<file path="src/rtl/core/crc7_pkg.sv">
// Shared types and constants for the bit-serial CRC-7 generator and checker.
package crc7_pkg;

	// Width of the CRC remainder.
	localparam int unsigned CRC_W = 7;

	// Register indexes on the configuration port.
	localparam logic [1:0] REG_CRC_MODE      = 2'd0;
	localparam logic [1:0] REG_DATA_LENGTH   = 2'd1;
	localparam logic [1:0] REG_GENERATOR_LOW = 2'd2;

	// Reset values of the configuration registers.
	localparam logic       MODE_RESET = 1'b0;
	localparam logic [9:0] LEN_RESET  = 10'd250;
	localparam logic [6:0] GEN_RESET  = 7'h2D;

	// Result kinds carried on the output tuser.
	localparam logic KIND_CRC_BIT = 1'b0;
	localparam logic KIND_VERDICT = 1'b1;

	// Control broadcast to every remainder cell.
	typedef struct packed {
		logic en;    // an input bit updates the remainder this cycle
		logic clr;   // frame start: treat the old remainder as zero
		logic shift; // data bit: shift and apply the generator
		logic fb;    // division feedback bit
		logic inj;   // received CRC bit to fold into one cell
	} cell_ctl_t;

	// Load request for the output stage.
	typedef struct packed {
		logic             load;
		logic             kind;
		logic             pass;
		logic [CRC_W-1:0] bits;
	} out_load_t;

endpackage

</file>
<file path="src/rtl/core/crc7_cell.sv">
// One bit of the CRC remainder: shift-and-divide cell of the division chain.
module crc7_cell (
	input  logic                clk,
	input  logic                arst_n,
	input  crc7_pkg::cell_ctl_t ctl,
	input  logic                prev,
	input  logic                coef,
	input  logic                hit,
	output logic                q,
	output logic                d
);
	import crc7_pkg::*;

	logic rem_q;
	logic own_bit;
	logic prev_bit;

	// A frame start makes the cell and its neighbor read as zero.
	assign own_bit  = ctl.clr ? 1'b0 : rem_q;
	assign prev_bit = ctl.clr ? 1'b0 : prev;

	// Next value: shift in the neighbor with generator feedback, or fold in a CRC bit.
	always_comb begin
		if (!ctl.en) begin
			d = rem_q;
		end else if (ctl.shift) begin
			d = prev_bit ^ (ctl.fb & coef);
		end else begin
			d = own_bit ^ (hit & ctl.inj);
		end
	end

	// Remainder bit register.
	always_ff @(posedge clk or negedge arst_n) begin
		if (!arst_n) begin
			rem_q <= 1'b0;
		end else begin
			rem_q <= d;
		end
	end

	assign q = rem_q;

endmodule

</file>
<file path="src/rtl/core/crc7_out.sv">
// Output stage: holds a CRC burst or a verdict and shifts it out one transfer at a time.
module crc7_out (
	input  logic                clk,
	input  logic                arst_n,
	input  crc7_pkg::out_load_t req,
	input  logic                ready,
	output logic                valid,
	output logic                bit_out,
	output logic                pass,
	output logic                kind,
	output logic                last
);
	import crc7_pkg::*;

	localparam int unsigned NW = $clog2(CRC_W + 1);

	logic [NW-1:0]    left_q;
	logic [CRC_W-1:0] sr_q;
	logic             kind_q;
	logic             pass_q;

	// Count of results still to deliver.
	always_ff @(posedge clk or negedge arst_n) begin
		if (!arst_n) begin
			left_q <= '0;
		end else if (req.load) begin
			left_q <= (req.kind == KIND_VERDICT) ? NW'(1) : NW'(CRC_W);
		end else if (valid && ready) begin
			left_q <= left_q - NW'(1);
		end
	end

	// Payload: remainder bits leave from the top, highest order first.
	always_ff @(posedge clk) begin
		if (req.load) begin
			sr_q   <= req.bits;
			kind_q <= req.kind;
			pass_q <= req.pass;
		end else if (valid && ready) begin
			sr_q <= {sr_q[CRC_W-2:0], 1'b0};
		end
	end

	assign valid   = (left_q != '0);
	assign last    = (left_q == NW'(1));
	assign kind    = kind_q;
	assign bit_out = (kind_q == KIND_CRC_BIT) ? sr_q[CRC_W-1] : 1'b0;
	assign pass    = (kind_q == KIND_VERDICT) ? pass_q : 1'b0;

endmodule

</file>
<file path="src/rtl/core/crc7_serial_generate_check.sv">
// Top level of the bit-serial CRC-7 generator and checker.
//
//  channel   | signals                               | payload
//  ----------+---------------------------------------+------------------------------------
//  input     | s_tvalid s_tready s_tdata s_tuser     | tdata[0] in_bit; tuser frame_start
//  output    | m_tvalid m_tready m_tdata m_tuser     | tdata[0] out_bit, [1] check_pass;
//            | m_tlast                               | tuser result_kind; tlast last
//  config    | cfg_valid cfg_ready cfg_addr cfg_data | index 0 mode, 1 length, 2 generator
//
// Each input bit is folded into the seven-cell remainder chain when taken, so bits stream at
// one per cycle when not held off. A frame end in generate mode loads seven CRC transfers
// into the output stage; a check verdict loads one. Input is held off while that stage is
// busy, except in the cycle its final transfer completes. Reset is asynchronous; after it the
// block behaves as if a frame had just started. Configuration writes are taken in every cycle.
module crc7_serial_generate_check #(
	parameter int unsigned MAX_DATA_BITS = 1023
) (
	input  logic       clk,
	input  logic       arst_n,
	input  logic       s_tvalid,
	output logic       s_tready,
	input  logic [7:0] s_tdata,   // [0] in_bit, [7:1] zero
	input  logic       s_tuser,   // [0] frame_start
	output logic       m_tvalid,
	input  logic       m_tready,
	output logic [7:0] m_tdata,   // [0] out_bit, [1] check_pass, [7:2] zero
	output logic       m_tuser,   // [0] result_kind
	output logic       m_tlast,
	input  logic       cfg_valid,
	output logic       cfg_ready,
	input  logic [1:0] cfg_addr,
	input  logic [9:0] cfg_data
);
	import crc7_pkg::*;

	localparam int unsigned CW = $clog2(MAX_DATA_BITS + CRC_W + 1);

	logic             mode_q;
	logic [9:0]       len_cfg_q;
	logic [6:0]       gen_q;
	logic [CW-1:0]    count_q;

	logic             in_fire;
	logic             in_bit;
	logic             start;
	logic [CW-1:0]    cnt_eff;
	logic [CW-1:0]    cnt_next;
	logic [CW-1:0]    len;
	logic [CW-1:0]    total;
	logic             active;
	logic             data_phase;
	logic [2:0]       pos;
	logic [CRC_W-1:0] rem_q;
	logic [CRC_W-1:0] rem_d;
	logic [CRC_W-1:0] hit;
	cell_ctl_t        ctl;
	out_load_t        ld;
	logic             out_valid;
	logic             out_last;
	logic             out_bit;
	logic             out_pass;
	logic             out_kind;

	// Configuration registers.
	assign cfg_ready = 1'b1;

	always_ff @(posedge clk or negedge arst_n) begin
		if (!arst_n) begin
			mode_q    <= MODE_RESET;
			len_cfg_q <= LEN_RESET;
			gen_q     <= GEN_RESET;
		end else if (cfg_valid && cfg_ready) begin
			case (cfg_addr)
				REG_CRC_MODE:      mode_q    <= cfg_data[0];
				REG_DATA_LENGTH:   len_cfg_q <= cfg_data;
				REG_GENERATOR_LOW: gen_q     <= cfg_data[6:0];
				default:           ;
			endcase
		end
	end

	// Effective frame length: zero acts as one, and it is capped at the maximum.
	always_comb begin
		if (len_cfg_q == '0) begin
			len = CW'(1);
		end else if (32'(len_cfg_q) > 32'(MAX_DATA_BITS)) begin
			len = CW'(MAX_DATA_BITS);
		end else begin
			len = CW'(len_cfg_q);
		end
	end

	// Frame position and phase decode for the incoming bit.
	assign in_fire    = s_tvalid && s_tready;
	assign in_bit     = s_tdata[0];
	assign start      = s_tuser;
	assign cnt_eff    = start ? '0 : count_q;
	assign cnt_next   = cnt_eff + CW'(1);
	assign total      = len + (mode_q ? CW'(CRC_W) : '0);
	assign active     = (cnt_eff < total);
	assign data_phase = (cnt_eff < len);
	assign pos        = 3'(cnt_eff - len);

	// Bit counter.
	always_ff @(posedge clk or negedge arst_n) begin
		if (!arst_n) begin
			count_q <= '0;
		end else if (in_fire && active) begin
			count_q <= cnt_next;
		end
	end

	// Control shared by all remainder cells.
	always_comb begin
		ctl.en    = in_fire && active;
		ctl.clr   = start;
		ctl.shift = data_phase;
		ctl.fb    = (start ? 1'b0 : rem_q[CRC_W-1]) ^ in_bit;
		ctl.inj   = in_bit;
	end

	// Chain of remainder cells, bit 0 at the low end.
	for (genvar i = 0; i < CRC_W; i++) begin : g_cell
		assign hit[i] = (pos == 3'(CRC_W - 1 - i));
		crc7_cell u_cell (
			.clk    (clk),
			.arst_n (arst_n),
			.ctl    (ctl),
			.prev   ((i == 0) ? 1'b0 : rem_q[(i == 0) ? 0 : i - 1]),
			.coef   (gen_q[i]),
			.hit    (hit[i]),
			.q      (rem_q[i]),
			.d      (rem_d[i])
		);
	end

	// Results: CRC burst at the end of data in generate mode, verdict after the CRC in check mode.
	always_comb begin
		ld.load = 1'b0;
		ld.kind = KIND_CRC_BIT;
		ld.pass = 1'b0;
		ld.bits = rem_d;
		if (in_fire && active) begin
			if (data_phase) begin
				ld.load = (cnt_next == len) && !mode_q;
			end else begin
				ld.load = (cnt_next == total);
				ld.kind = KIND_VERDICT;
				ld.pass = (rem_d == '0);
			end
		end
	end

	crc7_out u_out (
		.clk     (clk),
		.arst_n  (arst_n),
		.req     (ld),
		.ready   (m_tready),
		.valid   (out_valid),
		.bit_out (out_bit),
		.pass    (out_pass),
		.kind    (out_kind),
		.last    (out_last)
	);

	// Input is taken when the output stage is empty or hands over its final transfer.
	assign s_tready = !out_valid || (out_last && m_tready);

	assign m_tvalid = out_valid;
	assign m_tdata  = {6'b0, out_pass, out_bit};
	assign m_tuser  = out_kind;
	assign m_tlast  = out_last;

endmodule

</file>
<file path="config.mk">
export PLATFORM = sky130hd
export DESIGN_NAME = crc7_serial_generate_check
export DESIGN_NICKNAME = d
export VERILOG_FILES = /design/src/rtl/core/crc7_pkg.sv /design/src/rtl/core/crc7_cell.sv /design/src/rtl/core/crc7_out.sv /design/src/rtl/core/crc7_serial_generate_check.sv
export SDC_FILE = /design/constraint.sdc
export NUM_CORES = 1
export LEC_CHECK = 0
export ABC_AREA = 0
export BUFFER_PORTS_ARGS = -buffer_cell sky130_fd_sc_hd__buf_4
export CORE_AREA = 3 3 114 116
export DETAILED_ROUTE_END_ITERATION = 8
export DIE_AREA = 0 0 117 119
export HOLD_SLACK_MARGIN = 0.15
export SLEW_MARGIN = 0
export SYNTH_ARGS = -nofsm -noshare
export SYNTH_HDL_FRONTEND = slang
export SYNTH_HIERARCHICAL = 1
export SYNTH_SLANG_ARGS = --single-unit
</file>
<file path="constraint.sdc">
create_clock -name clk -period 5.3 [get_ports clk]
set_clock_uncertainty 0.15 [all_clocks]
set_input_delay 0.265 -clock clk [delete_from_list [all_inputs] [get_ports clk]]
set_output_delay 0.265 -clock clk [all_outputs]
set_load 0.01 [all_outputs]
</file>
Yosys cells after proc, flatten, opt, wreduce, memory -nomap -nowiden

Index checks and enable logic that the tools add are counted.

Logic and storage cells: 113
Register bits: 48
Input bits: 26
Output and inout port bits: 13

Add/subtract/negate cells: 4
Equal/unequal tests: 11
Order comparisons: 2
Multiplexer cells: 34
Reductions and logical operators: 18
Bitwise operators: 29

Operators with widths:

| operator                | count |
|---|---|
| $mux W1                 | 24 |
| $mux W3                 | 5 |
| $and A1 B1 Y1           | 14 |
| $mux W7                 | 2 |
| $xor A1 B1 Y1           | 14 |
| $add A10 B3 Y11         | 1 |
| $add A11 B1 Y11 const B | 1 |
| $eq A11 B10 Y1          | 1 |
| $eq A11 B11 Y1          | 1 |
| $lt A11 B10 Y1          | 1 |
| $lt A11 B11 Y1          | 1 |
| $mux W11                | 1 |
| $logic_not A10 Y1       | 1 |
| $mux W10                | 1 |
| $eq A3 B3 Y1 const B    | 3 |
| $logic_not A7 Y1        | 1 |
| $eq A3 B1 Y1 const B    | 2 |
| $eq A3 B2 Y1 const B    | 2 |
| $reduce_and A2 Y1       | 3 |
| $logic_and A1 B1 Y1     | 5 |
| $logic_not A3 Y1        | 1 |
| $reduce_bool A3 Y1      | 1 |
| $sub A3 B1 Y3 const B   | 1 |
| $sub A3 B3 Y3           | 1 |
| other kinds (9)         | 10 |

Longest topological paths before layout

Gate-level depths: netlist (run 1).

Word-level depth: 13
Gate-level depth with buffers: 21
Gate-level depth less buffers: 19

By module

Netlist (run 1), hierarchy kept.

By module, submodules not included:

| module                     | instances | area each (sq um) | sequential area each (sq um) | cells an instance |
|---|---|---|---|---|
| crc7_serial_generate_check | 1         | 2705.1            | 738.2                        | 293 |
| crc7_cell                  | 7         | 107.6             | 25.0                         | 12 |
| crc7_out                   | 1         | 586.8             | 345.3                        | 42 |

Worst setup path after synthesis (run 1)

No wires, ideal clock.

Kind: register to register
Start: reg len_cfg_q[6]
End: reg u_out.sr_q[0], enable pin
Setup slack: 0.443 ns
Arrival time: 4.384 ns
Stages on the path, launching flop included: 20
Period minus slack after synthesis: 4.857 ns
Library setup time: 0.323 ns
Cells stage by stage: dfstp_2 clkbuf_1 nor4_1 a41o_1 ha_1 fa_1 a21oi_1 nor2_1 nand3_1 xnor2_1 ha_1 a2111oi_0 a21oi_1 clkbuf_1 nor2_1 inv_1 o32ai_2 buf_4 inv_1 nand2_1

RTL lines:

| element                | line                             | text |
|---|---|---|
| start, declared        | crc7_serial_generate_check.sv:39 | `logic [9:0] len_cfg_q;` |
| start signal, assigned | crc7_serial_generate_check.sv:75 | `REG_DATA_LENGTH: len_cfg_q <= cfg_data;` |
| end signal, assigned   | crc7_out.sv:36                   | `sr_q <= req.bits;` |
| end signal, assigned   | crc7_out.sv:40                   | `sr_q <= {sr_q[CRC_W-2:0], 1'b0};` |
| end, declared          | crc7_out.sv:18                   | `logic [CRC_W-1:0] sr_q;` |

==> flow_metrics.py, run 1 <==
metrics = {
    "outcome": {
        "outcome": "finished, final reports clean",
    },
    "critical_path": {
        "crit_path_start": "len_cfg_q[6]",
        "r2r_start": "len_cfg_q[6]",
        "reg2reg_slack_ns": 0.38,
        "timing.rr.end": "u_out/pass_q",
        "arrival_ns": 4.82,
        "start_kind": "register",
        "rr_worst_depth": 18,
        "criticalPathCategory": "register to register",
        "endpoint_kind": "register",
        "required_ns": 5.20,
        "crit_path_max_fanout": 24,
        "crit_end": "u_out/pass_q",
    },
    "detailed_routing": {
        "wl_per_cell_um": 15.4,
        "drtIter0Drc": 93,
        "drtPass1Iterations": 4,
        "vias": 3154,
        "antenna_left": 0,
        "wirelength_mm": 9.18,
        "route.detailed.drc": 0,
        "vias_per_cell": 5.27,
    },
    "synth": {
        "postSynthCellCount": 419,
        "synth-edff-count": 9,
        "ys_warn_count": 6,
        "synthSimpleGateAreaFrac_pct": 21.3,
        "yosys.cell_types.count": 67,
        "synthFlopType": "dfrtp_1",
        "synth_top_family_by_area": "simple AND/OR/NAND/NOR gates",
        "syn-cell-area_um2": 4050,
        "synth_xor_area_share_pct": 9.00,
        "synth.largest_area_cell": "dfrtp_1",
        "seq_area_frac_synth_pct": 31.1,
        "synth_top_area_share_pct": 17.9,
        "synth_compound_area_share_pct": 15.4,
        "synthMuxAreaShare_pct": 8.23,
        "synth.area.top_cells": "dfrtp_1 18%, ha_1 8.7%, xnor2_1 6.7%",
        "synthArstFlopShare_pct": 81.3,
        "synth_seq_cells": 48,
        "yosys.area_share.adder_pct": 9.65,
        "syn_area_per_cell_um2": 9.65,
    },
    "power_and_ir_drop": {
        "p_per_area_nw_per_um2": 360,
        "vdd_drop_max_uv": 148,
        "p_clk_share_pct": 19.1,
        "seqPwrFrac_pct": 34.6,
        "power.total_mw": 1.66,
        "p_sw_share_pct": 39.7,
        "p_int_uw": 999,
        "power_switching_uw": 657,
        "leakagePower_nw": 1.89,
        "pwr-share-comb_pct": 46.4,
    },
    "timing": {
        "fin_crit_ns": 4.92,
        "hold_violations": 0,
        "finalCritPeriodShare_pct": 92.7,
        "setup_viol": 0,
        "fmax_mhz": 203,
        "rsz0062_at_grt": "no",
        "slew_headroom_pct": 27.4,
        "worst_slack_ns": 0.385,
        "tightest_slew_ns": 1.08,
        "setup_tns_ns": 0,
        "whs_ns": 0.184,
        "finalMaxSlewViolations": 0,
    },
    "clock_tree": {
        "postCtsHoldBufs": 11,
        "ctsHtreeMaxLevel": 2,
        "clockBufferDepth": 2,
        "clkLatencyLatePin_ns": 0.29,
        "cts_sinks": 48,
        "cts_resized": 0,
        "cts_tree": "yes",
        "root_buffer": "clkbuf_16",
        "numCtsBuffers": 5,
        "path_clk_slew_ns": 0.07,
        "postCtsSetupBuffers": 0,
    },
    "run": {
        "drv_cap": 0,
    },
    "cells_and_area": {
        "drive_above_1_share_pct": 22.4,
        "fillers": 1199,
        "area_growth_pct": 13.8,
        "layout.nets": 506,
        "diodes": 0,
    },
    "placed_design": {
        "port-buffer-count": 24,
        "routabilityCongestion": 0.850,
        "dpl_worst_slack_ns": 0.435,
        "dp_hpwl_mm": 7.07,
    },
    "die": {
        "die_width_um": 117,
        "die_area_um2": 13900,
        "initial_core_util_pct": 33.7,
        "rows": 40,
        "ioPinCount": 39,
        "die-height_um": 119,
        "core-area_um2": 12000,
    },
    "global_route": {
        "grt_overflow": 0,
        "grtUsageTotal_pct": 13.7,
        "grt_pass1_wl_mm": 15.3,
        "grt_antenna_before_repair": 0,
        "grt_start_max_net_pins": 44,
        "grt_pass1_vias": 3088,
    },
    "min_path": {
        "hold_class": "primary input to register",
    },
}
-- logic make-up after synthesis --
group,after synthesis
AND/OR/NAND/NOR,144
XOR/XNOR,40
adder cells (fa/ha/maj),30
flip-flops,48
multiplexers,30
AO/OA/AOI/OAI,83
buffers and inverters,42
other,2
-- final cells by class --
type / instances / area, µm² / area share (%)
inverters: 19 / 71.3 / 1.55
clock buffers: 6 / 129 / 2.80
multi-input cells: 335 / 2610 / 56.7
clock inverters: 2 / 12.5 / 0.272
well taps: 147 / 184 / 4.00
flip-flops and latches: 48 / 1260 / 27.4
repair buffers: 41 / 335 / 7.29
-- worst max-delay path, cell delays in order (launching register included) --
cell      delay (ns)
dfstp_2         0.41
nor4_1          0.37
a41o_1          0.27
ha_1            0.20
a21o_1          0.12
a21oi_1         0.17
nor4_1          0.66
xnor2_1         0.15
ha_1            0.32
o211ai_1        0.09
nor3_1          0.16
o21ai_0         0.11
a21oi_1         0.34
inv_1           0.07
buf_4           0.22
and2_1          0.19
a211oi_2        0.35
nor3_1          0.12
and3_1          0.20
-- power by group through the flow --
stage                     Combinational (mW)  Clock [mW]  Sequential [mW]
final                                  0.768       0.316            0.572
after detailed placement               0.766           0            0.577
after floorplan                        0.589           0            0.547
after global placement                 0.740           0            0.571
after CTS                              0.775       0.323            0.571
after global routing                   0.858       0.336            0.584
-- metrics by stage --
step | util (%) | area [µm²] | instances
finish | 38.3 | 4600 | 598
floorplan | - | 4070 | 425
CTS | 38.3 | 4600 | 598
detailed placement | 36.2 | 4350 | 579
global route | 38.3 | 4600 | 598
global placement | 36.2 | 4350 | 579
-- registers in the layout, summed over array words and instances (netlist names), 3 cells and up --
register and cells:
len_cfg_q 10, u_out/sr_q 7, u_out/left_q 3, g_cell.u_cell/q 7, count_q 11, gen_q 7
-- worst min path at each step --
| stage | startpoint | end | slack [ns] | cells past startpoint |
|---|---|---|---|---|
| 2_1_floorplan | arst_n | count_q[0] | -0.18 | 0 |
| 3_3_place_gp | arst_n | len_cfg_q[9] | 0.13 | 1 |
| 3_5_place_dp | arst_n | len_cfg_q[9] | 0.13 | 1 |
| 4_1_cts | m_tready | u_out/left_q[0] | 0.18 | 3 |
| 5_1_grt | cfg_addr[0] | mode_q | 0.20 | 3 |
| 6_report | m_tready | u_out/left_q[0] | 0.18 | 3 |
-- routing by layer --
layer | vias to the layer above | global-route usage (%) | share of wire (%)
li1 | 1567 | - | -
met1 | 1530 | 18.2 | 45
met2 | 49 | 23.1 | 51
met3 | 8 | 2.03 | 3.1
met4 | 0 | 3.66 | 1.3
met5 | - | 0 | 0
-- cell usage in the layout (no fill, tap or decap), types with 3 or more instances in the layout --
master         count
clkbuf_16          5
nor2b_1           11
mux2i_1            4
conb_1             8
mux2_1             5
mux2_2            21
a211oi_2           7
nand4b_1           7
nand4_1            6
nand3_1            6
nand2b_2           7
dfstp_2           10
and2_1            10
nand3b_1           4
a2111oi_0          3
a221o_1            3
a21bo_2            8
a21oi_1           29
nand2b_1          11
nand2_1           25
ha_1              28
buf_4             30
dlygate4sd3_1     11
o21ai_0            7
nor2_1            16
dfrtp_1           29
xnor2_1           31
and3_1             7
inv_1             19
nor3b_1            3
edfxtp_1           9
nor3_1            11
nor4_1             7
a21o_1             8
xor2_1             8
-- synth_stat cells (all sizes together) (4+ instances only) --
cell	count
edfxtp	9
o21ai	8
a21bo	8
nor3	11
nor2	16
nand4	6
nand2b	19
ha	28
xnor2	31
xor2	8
dfrtp	29
and3	8
and2	10
a211oi	8
nand3b	4
nor4	9
a21o	8
mux2	26
mux2i	4
a21oi	29
inv	19
nor2b	12
dfstp	10
nand4b	7
buf	12
clkbuf	11
nand2	25
nand3	6
Power figures use the tool's default switching activity.
==> inputs of run 2 (changes only) <==
Settings changed: CORE_AREA 3 3 114 116 to 3 3 145 91, DIE_AREA 0 0 117 119 to 0 0 148 94.
==> run 2 against run 1 <==
Net effect:
- critical path depth unchanged
- clock power decreased by 2%
- combinational power increased by 7.2%
- total power increased by 3.0%
- clock-buffer cell count decreased by 1
- first-iteration DRC count increased to 3.8 times the previous value
- highest routed layer unchanged
==> flow_metrics.py, run 2 (synthesis gave the netlist of run 1 again) <==
metrics = {
    "timing": {
        "setup_viol": 0,
        "fmax_mhz": 199,
        "worst_slack_ns": 0.268,
        "finalCritPeriodShare_pct": 94.9,
        "slew_headroom_pct": 44.3,
        "fin_crit_ns": 5.03,
        "rsz0062_at_grt": "yes",
        "hold_violations": 0,
        "tightest_slew_ns": 0.828,
        "finalMaxSlewViolations": 0,
    },
    "power_and_ir_drop": {
        "leakagePower_nw": 1.91,
        "vdd_drop_max_uv": 186,
        "power.total_mw": 1.70,
        "p_per_area_nw_per_um2": 362,
    },
    "cells_and_area": {
        "largest_registers": "count_q x11, len_cfg_q x10",
        "register_area_um2": 1260,
        "layout.nets": 513,
        "area_growth_pct": 16.3,
        "final_core_util_pct": 39.4,
        "largest_register_ffs": 11,
        "final_common_cell": "buf_4",
        "multi_input_area_um2": 2630,
        "fillers": 1189,
        "regMostFlops": "count_q",
        "diodes": 0,
        "drive_above_1_share_pct": 24.5,
        "mostFrequentLayoutCells": "36 x buf_4, 31 x xnor2_1, 29 x dfrtp_1",
    },
    "detailed_routing": {
        "drtIter0Drc": 349,
        "wl_met3_um": 655,
        "maxUsedRoutingLayer": "met4",
        "drtPass1Iterations": 5,
        "vias": 3243,
        "vias_per_cell": 5.21,
        "wl_per_cell_um": 16.4,
        "wl_met1_mm": 5.76,
        "antenna_left": 0,
        "wl_met2_mm": 3.78,
        "wirelength_mm": 10.2,
        "route.detailed.drc": 0,
    },
    "clock_tree": {
        "clkLatencyLatePin_ns": 0.29,
        "numCtsBuffers": 5,
        "postCtsSetupBuffers": 0,
        "ctsHtreeMaxLevel": 2,
        "cts_tree": "yes",
        "root_buffer": "clkbuf_16",
        "clockBufferDepth": 2,
        "path_clk_slew_ns": 0.07,
        "cts_sinks": 48,
    },
    "placed_design": {
        "routabilityCongestion": 0.930,
        "dp_hpwl_mm": 8.06,
        "port-buffer-count": 24,
        "dpl_worst_slack_ns": 0.122,
    },
    "critical_path": {
        "start_kind": "register",
        "cp_num_buf_inv": 2,
        "arrival_ns": 4.93,
        "critical_path.cell_chain": "inv_1 -> a41o_1 -> ha_1 -> fa_1 -> a21oi_1 -> nor2_1 -> nand3_1 -> xnor2_1 -> ha_1 -> o211ai_1 -> nor3_1 -> o21ai_0 -> a21oi_4 -> clkinvlp_4 -> and2_1 -> a211oi_2 -> nor4_1 -> and3_1",
        "criticalPathCategory": "register to register",
        "path_delay_family": "compound AO/OA/AOI/OAI gates",
        "endpoint_kind": "register",
        "crit_path_max_fanout": 10,
        "max_stage_delay_ns": 0.61,
        "crit_path_frequent_cell": "ha_1",
        "crit_path_top_delay_cell": "dfstp_2",
        "required_ns": 5.19,
    },
    "global_route": {
        "grt_pass1_wl_mm": 16.3,
        "grtUsageTotal_pct": 14.8,
        "grt_start_max_net_pins": 44,
        "grt_antenna_before_repair": 0,
        "grt_overflow": 0,
        "grt_pass1_vias": 3051,
    },
    "die": {
        "die-height_um": 94,
        "core-area_um2": 11900,
        "initial_core_util_pct": 33.9,
        "die_width_um": 148,
        "rows": 31,
        "die_area_um2": 13900,
        "ioPinCount": 39,
    },
    "run": {
        "drv_cap": 0,
    },
    "min_path": {
        "hold_class": "primary input to register",
    },
    "outcome": {
        "outcome": "finished, final reports clean",
    },
}
run 2: what timing repair did:
action | in CTS | in global routing
endpoints found under the setup margin | 0 | 13
endpoints found under the hold margin | 47 | 0
resized for setup | 0 | 7
hold buffers | 11 | 0
run 2: worst register-to-register path, delay by kind of cell (launching register included):
kind	cells	cell delay, ns
AOI/OAI and AO/OA	6	1.55
and+or+nand+nor	6	1.02
adders and majority gates	3	0.97
DFF	1	0.61
buffers and inverters	2	0.41
xor gates and xnor gates	1	0.08
run 2: power by group:
group | switching (mW) | internal, mW
logic | 0.464 | 0.359
registers | 0.0891 | 0.482
clock network | 0.137 | 0.173
total | 0.690 | 1.01
run 2: worst paths after layout:
path | from | to | slack [ns] | depth (start not counted)
setup / recovery | len_cfg_q[5] | u_out/pass_q | 0.27 | 18
hold / removal | m_tready | u_out/left_q[0] | 0.18 | 3
setup reg to reg | len_cfg_q[5] | u_out/pass_q | 0.27 | 18
hold reg to reg | len_cfg_q[0] | len_cfg_q[0] | 0.36 | 1
max in group asynchronous | arst_n | len_cfg_q[6] | 4.26 | 2
min in group asynchronous | arst_n | count_q[9] | 0.35 | 2
run 2: area by class of cell:
| cell class | instances | area share [%] |
|---|---|---|
| multi-input cells | 335 | 55.9 |
| clock buffers | 5 | 2.66 |
| flip-flops and latches | 48 | 26.8 |
| clock inverters | 3 | 0.399 |
| well taps | 165 | 4.39 |
| repair buffers | 47 | 8.09 |
| inverters | 19 | 1.60 |
| repair inverters | 1 | 0.160 |
run 2: through the flow:
step | area, µm² | instances | setup TNS (ns) | hold WS, ns
2_1_floorplan | 4070 | 425 | 0 | -0.181
5_1_grt | 4700 | 623 | -0.0165 | 0.186
4_1_cts | 4670 | 622 | 0 | 0.179
6_report | 4700 | 623 | 0 | 0.177
3_3_place_gp | 4420 | 603 | 0 | 0.117
3_5_place_dp | 4420 | 603 | 0 | 0.124
run 2: layer usage:
layer,vias to the layer above,track usage [%]
li1,1573,-
met1,1573,24.6
met2,93,18.9
met3,4,3.81
met4,0,2.00
met5,-,0
==> inputs of run 3 (changes only) <==
Settings changed: MAX_ROUTING_LAYER set to met4.
==> run 3 against run 2 <==
Net effect:
- first-iteration DRC count decreased by 30%
- non-clock buffer count unchanged
- critical path depth is the same
- clock-buffer cell count increased by 1
- routed wire length fell by 1.7%
- combinational power down 1%
- worst hold slack lost 0.0054 ns
- maximum frequency decreased by 0.83%
- die area stayed put
- largest cell class unchanged
==> flow_metrics.py, run 3 (synthesis gave the netlist of run 1 again) <==
metrics = {
    "cells_and_area": {
        "fillers": 1216,
        "largest_registers": "count_q x11, len_cfg_q x10",
        "final_common_cell": "buf_4",
        "diodes": 0,
        "largest_register_ffs": 11,
        "area_growth_pct": 15.7,
        "final_core_util_pct": 39.2,
        "mostFrequentLayoutCells": "36 x buf_4, 30 x xnor2_1, 29 x a21oi_1, 29 x dfrtp_1, 28 x ha_1",
        "layout.nets": 512,
        "drive_above_1_share_pct": 24.1,
        "regMostFlops": "count_q",
    },
    "placed_design": {
        "dpl_worst_slack_ns": 0.109,
        "port-buffer-count": 24,
        "dp_hpwl_mm": 8.05,
        "routabilityCongestion": 0.904,
    },
    "global_route": {
        "grt_start_max_net_pins": 44,
        "grt_overflow": 0,
        "grtUsageTotal_pct": 15.4,
        "grt_pass1_vias": 3029,
        "grt_antenna_before_repair": 0,
        "grt_pass1_wl_mm": 16.4,
    },
    "min_path": {
        "hold_path_depth": 3,
        "hold_class": "primary input to register",
    },
    "clock_tree": {
        "cts_sinks": 48,
        "clockBufferDepth": 2,
        "root_buffer": "clkbuf_16",
        "numCtsBuffers": 5,
        "postCtsSetupBuffers": 0,
        "path_clk_slew_ns": 0.07,
        "clkLatencyLatePin_ns": 0.29,
        "cts_tree": "yes",
        "ctsHtreeMaxLevel": 2,
    },
    "power_and_ir_drop": {
        "p_per_area_nw_per_um2": 361,
        "power.total_mw": 1.69,
        "leakagePower_nw": 1.93,
        "vdd_drop_max_uv": 181,
    },
    "die": {
        "core-area_um2": 11900,
        "ioPinCount": 39,
        "rows": 31,
        "die-height_um": 94,
        "die_width_um": 148,
        "initial_core_util_pct": 33.9,
        "die_area_um2": 13900,
    },
    "timing": {
        "finalCritPeriodShare_pct": 95.7,
        "setup_tns_ns": 0,
        "whs_ns": 0.172,
        "slew_headroom_pct": 37.6,
        "finalMaxSlewViolations": 0,
        "tightest_slew_ns": 0.927,
        "setup_viol": 0,
        "worst_slack_ns": 0.226,
        "hold_violations": 0,
        "fmax_mhz": 197,
        "fin_crit_ns": 5.07,
        "rsz0062_at_grt": "yes",
    },
    "detailed_routing": {
        "wl_per_cell_um": 16.2,
        "route.detailed.drc": 0,
        "vias": 3157,
        "drtIter0Drc": 246,
        "vias_per_cell": 5.08,
        "antenna_left": 0,
        "drtPass1Iterations": 5,
        "wirelength_mm": 10.1,
    },
    "critical_path": {
        "crit_path_max_fanout": 20,
        "rr_worst_depth": 18,
        "endpoint_kind": "register",
        "required_ns": 5.19,
        "criticalPathCategory": "register to register",
        "start_kind": "register",
        "arrival_ns": 4.96,
    },
    "run": {
        "drv_cap": 0,
    },
    "outcome": {
        "outcome": "finished, final reports clean",
    },
}
==> run 3: critical path, stage by stage, from the launching register on <==
cell and delay, ns:
dfstp_2 0.61, inv_1 0.11, a41o_1 0.27, ha_1 0.22, fa_1 0.40, a21oi_1 0.31, nor2_1 0.16, nand3_1 0.18
xnor2_1 0.09, ha_1 0.30, o211ai_1 0.09, nor3_1 0.17, o21ai_0 0.14, a21oi_1 0.45, inv_2 0.27, and2_1 0.24
a211oi_2 0.37, nor4_1 0.10, and3_1 0.18
==> run 3: where the power goes <==
part	internal, mW	total, mW	leakage (nW)	switching (mW)
Clock	0.175	0.310	0.0712	0.135
Sequential	0.482	0.570	0.548	0.0872
Combinational	0.357	0.811	1.31	0.454
Total	1.01	1.69	1.93	0.677
==> run 3: final cells by class <==
| type | count | area, µm² | area share (%) |
|---|---|---|---|
| multi-input cells | 335 | 2620 | 56.0 |
| well taps | 165 | 206 | 4.41 |
| clock buffers | 6 | 129 | 2.75 |
| repair buffers | 47 | 380 | 8.13 |
| inverters | 19 | 71.3 | 1.52 |
| flip-flops and latches | 48 | 1260 | 26.9 |
| clock inverters | 2 | 11.3 | 0.241 |
==> run 3: routing by layer <==
layer / GRT usage [%] / share of wire, % / vias to the layer above
met4: 2.08 / 0.40 / 0
met5: - / 0 / -
li1: - / - / 1568
met2: 19.9 / 38 / 62
met1: 24.9 / 58 / 1522
met3: 2.75 / 3.8 / 5
==> run 3: path summary, 6_finish.rpt <==
check / startpoint / end / slack [ns]
worst max-delay path: len_cfg_q[5] / u_out/pass_q / 0.23
worst min-delay path: m_tready / u_out/left_q[0] / 0.17
worst max register to register: len_cfg_q[5] / u_out/pass_q / 0.23
worst min register to register: gen_q[1] / gen_q[1] / 0.36
max in group asynchronous: arst_n / len_cfg_q[5] / 4.26
min in group asynchronous: arst_n / count_q[8] / 0.34
==> run 3: metrics by stage <==
| stage | std cells | cell area, µm² |
|---|---|---|
| after floorplan | 425 | 4070 |
| after global placement | 603 | 4420 |
| after detailed placement | 603 | 4420 |
| after CTS | 622 | 4670 |
| after global routing | 622 | 4680 |
| final | 622 | 4680 |
==> run 3: what timing repair did <==
action,in CTS,in global routing
hold buffers,11,0
endpoints found under the hold margin,47,0
endpoints found under the setup margin,0,15
gates resized for setup,0,3
